### src/hw/rtl/vna_pkg.sv
// ----------------------------------------------------------------------------
// vna_pkg: shared types and constants for the vertex normal averager
// Operation codes and the control record passed to the divider.
// ----------------------------------------------------------------------------
package vna_pkg;

    localparam logic [1:0] OP_LOAD_VERTEX = 2'd0;
    localparam logic [1:0] OP_LOAD_FACE   = 2'd1;
    localparam logic [1:0] OP_QUERY       = 2'd2;

    localparam int CORNERS  = 3;
    localparam int SUM_BITS = 24;
    localparam int CNT_BITS = 7;

    // request to the rounding divider
    typedef struct packed {
        logic                       start;
        logic signed [SUM_BITS-1:0] sum;
        logic [CNT_BITS-1:0]        count;
    } div_req_t;

    // answer of the rounding divider
    typedef struct packed {
        logic              done;
        logic signed [15:0] quot;
    } div_rsp_t;

endpackage

### src/hw/rtl/vna_divider.sv
// ----------------------------------------------------------------------------
// vna_divider: rounded signed division
// Restoring division one bit per cycle, ties rounded away from zero.
// ----------------------------------------------------------------------------
module vna_divider (
    input  logic              aclk,
    input  logic              aresetn,
    input  vna_pkg::div_req_t req,
    output vna_pkg::div_rsp_t rsp
);
    localparam int SB = vna_pkg::SUM_BITS;
    localparam int CB = vna_pkg::CNT_BITS;

    logic          busy_reg;
    logic [4:0]    step_reg;
    logic          neg_reg;
    logic [SB:0]   num_reg;
    logic [SB:0]   rem_reg;
    logic [SB:0]   quo_reg;
    logic [CB-1:0] den_reg;
    logic          done_reg;
    logic [SB:0]   rem_sh;
    logic [SB:0]   mag;
    logic [SB:0]   qn;

    // magnitude of the signed sum; half the divisor is added when the request is loaded
    assign mag = req.sum[SB-1] ? (SB+1)'(-{req.sum[SB-1], req.sum})
                               : (SB+1)'({req.sum[SB-1], req.sum});
    assign rem_sh = {rem_reg[SB-1:0], num_reg[SB]};
    assign qn = neg_reg ? -quo_reg : quo_reg;

    always_ff @(posedge aclk) begin
        if (!aresetn) begin
            busy_reg <= 1'b0;
            done_reg <= 1'b0;
        end else begin
            done_reg <= 1'b0;
            if (req.start) begin
                busy_reg <= 1'b1;
                step_reg <= 5'd0;
                neg_reg  <= req.sum[SB-1];
                num_reg  <= mag + (SB+1)'(req.count >> 1);
                den_reg  <= req.count;
                rem_reg  <= '0;
                quo_reg  <= '0;
            end else if (busy_reg) begin
                num_reg <= {num_reg[SB-1:0], 1'b0};
                if (rem_sh >= (SB+1)'(den_reg)) begin
                    rem_reg <= rem_sh - (SB+1)'(den_reg);
                    quo_reg <= {quo_reg[SB-1:0], 1'b1};
                end else begin
                    rem_reg <= rem_sh;
                    quo_reg <= {quo_reg[SB-1:0], 1'b0};
                end
                step_reg <= step_reg + 5'd1;
                if (step_reg == 5'(SB)) begin
                    busy_reg <= 1'b0;
                    done_reg <= 1'b1;
                end
            end
        end
    end

    assign rsp.done = done_reg;
    assign rsp.quot = qn[15:0];
endmodule

### config.mk
export PLATFORM = sky130hd
export DESIGN_NAME = vna_divider
export DESIGN_NICKNAME = d
export VERILOG_FILES = /design/src/hw/rtl/vna_pkg.sv /design/src/hw/rtl/vna_divider.sv
export SDC_FILE = /design/constraint.sdc
export NUM_CORES = 1
export LEC_CHECK = 0
export BUFFER_PORTS_ARGS = -buffer_cell sky130_fd_sc_hd__buf_4
export CORE_UTILIZATION = 60
export DETAILED_ROUTE_END_ITERATION = 7
export PLACE_DENSITY = 0.8
export SLEW_MARGIN = 10
export SYNTH_ARGS = -nofsm -noshare
export SYNTH_HDL_FRONTEND = slang
export SYNTH_SLANG_ARGS = --single-unit
### constraint.sdc
create_clock -name aclk -period 6 [get_ports aclk]
set_input_delay 0.3 -clock aclk [delete_from_list [all_inputs] [get_ports aclk]]
set_output_delay 0.3 -clock aclk [all_outputs]
set_load 0.01 [all_outputs]
==> results.tsv <==
metric	value	unit
hp-class	in -> reg	
ys_seq_area_share	41.9	%
synth_ff_type	edfxtp_1	
rsz0062_at_grt	no	
portBuffers	50	
antenna_found_initial	0	
syn-mean-instance-area	10.1	µm²
hold_ws	0.121	ns
htree_levels	3	
grt_pass1_wl	19600	µm
layout-drive-gt1-share	17.2	%
drtIter0Drc	194	
cts_hold_buf	0	
dr.pass1.iters	5	
synth_top_area_cell	edfxtp_1	
largest_reg_flops	25	
core	9200	µm²
drc	0	
p_sw_share	27.5	%
cts_tree	done	
tns	0	ns
syn_to_final_growth	11.3	%
final_common_cell	edfxtp_1	
setup_viol	0	
io_pins	51	
clock-sinks	80	
end_kind	flip-flop	
slew-limit-headroom	46.9	%
p_leak	0.00225	µW
finalHoldViolCount	0	
crit_arrival	3.33	ns
drv_slew	0	
post_cts_resized	0	
die_y	99.3	µm
startpoint	rem_reg[12]	
clockBufferDepth	2	
syn_nets	618	
dieArea	9860	µm²
row_count	35	
status	finished clean	
tightest_slew	0.796	ns
drt_wl_total	11800	µm
clockPowerShare	32.0	%
maxCapViolCount	0	
ant_nets	0	
ys_seq_elements	80	
ys_top_cells_by_area	edfxtp_1 (41%), xnor2_1 (6.0%), ha_1 (3.7%)	
gp_congestion	0.907	
cts_buffers	9	
required	6.12	ns
layout_common_cells	edfxtp_1 (78), buf_4 (52), nand2_1 (43)	
crit_fanout	13	
dp_hpwl	8400	µm
fin_crit_sh	53.6	%
max_freq	311	MHz
power_per_cell_area	236	nW/µm²
internal_power	1080	µW
grt_overflow	0	
switchingPower	410	µW
post-route-min-period	3.21	ns
diodes	0	
min_from	req[0]	
fp.dieW	99.3	µm
vias_per_cell	6.23	
grt_pass1_vias	4173	
r2r-start	rem_reg[12]	
clock_latency	0.35	ns
cp-start-kind	flip-flop	
critical_path_class	reg -> reg	
synth_area	5680	µm²
num_vias	4464	
gr-usage-all-layers	24.5	%
synth_top_area_share	41.2	%
grt_max_degree	77	
cts_root_buf	clkbuf_8	
ys_warn_count	0	
post_synth_num_cell_types	77	
clk_pin_slew	0.09	ns
pwr-share-comb	21.6	%
fin_skew	0.0138	ns
cts_setup_buffers	0	
start_util	61.8	%
drt-wirelength-per-cell	16.4	µm
synth_edf_count	78	
power_frac_seq	46.4	%
syn-instance-count	565	
num-nets-final	654	
ys_async_sr_fraction	0	%
vdd_drop_max	0.106	mV
-- cells by family (layout without fill, tap and decap cells) --
group / after synthesis / count (layout) / synth area share, %
compound gates: 128 / 128 / 16.1
xor+xnor: 54 / 54 / 8.33
fa+ha+maj: 19 / 19 / 4.45
buf+inv: 50 / 91 / 3.68
flops: 80 / 80 / 41.9
mux: 11 / 11 / 2.16
simple gates: 223 / 223 / 23.4
-- metal layers --
| metal | vias up | part of all wire (%) | GRT usage (%) |
|---|---|---|---|
| met5 | - | 0 | 0 |
| met4 | 0 | 1.1 | 7.81 |
| met3 | 16 | 3.5 | 3.37 |
| met2 | 115 | 49 | 39.9 |
| met1 | 2135 | 47 | 34.3 |
| li1 | 2198 | - | - |
-- worst max-delay path, cell delays in order (launching register included) --
cell	delay [ns]
edfxtp_1	0.41
or4_1	0.64
nor4_4	0.37
nand4_1	0.20
nor3_1	0.69
buf_4	0.31
nor4_1	0.08
mux2_2	0.28
-- final cells by class --
cell class	instances	area (µm²)
Clock buffer	11	131
Clock inverter	5	105
Fill cell	709	2870
Inverter	23	86.3
Multi-Input combinational cell	435	3090
Sequential cell	80	2380
Tap cell	111	139
Timing Repair Buffer	52	390
-- through the flow --
step / total power (µW) / setup slack (ns) / instance area [µm²] / utilization, % / cells
6_report: 1490 / 2.79 / 6320 / 68.8 / 717
5_1_grt: 1560 / 2.58 / 6320 / 68.8 / 717
3_5_place_dp: 1020 / 2.58 / 6090 / 66.2 / 701
3_3_place_gp: 1010 / 2.73 / 6090 / 66.2 / 701
4_1_cts: 1490 / 2.80 / 6320 / 68.8 / 717
2_1_floorplan: 923 / 2.84 / 5680 / - / 565
-- synth_stat cells, types with 12 or more instances --
cell,count
a21oi_1,23
edfxtp_1,78
ha_1,17
inv_1,23
nand2_1,43
nand3_1,14
nand4_1,12
nor2_1,41
nor2b_1,23
nor3_1,12
o21ai_0,28
o31ai_1,16
or3_1,15
or4_1,13
xnor2_1,39
xor2_1,15
-- worst paths after layout --
path / end / slack, ns / cells past startpoint
max reg2reg: rem_reg[14] / 2.79 / 7
min: den_reg[0] / 0.12 / 1
max: rem_reg[14] / 2.79 / 7
min reg2reg: done_reg / 0.44 / 2
-- power by group through the flow --
stage | logic (µW) | clock network [µW] | registers, µW
finish | 323 | 478 | 692
global route | 356 | 503 | 698
CTS | 321 | 480 | 692
detailed placement | 319 | 0 | 704
global placement | 307 | 0 | 702
floorplan | 227 | 0 | 696
No activity file was read; power rests on OpenSTA's default activity.
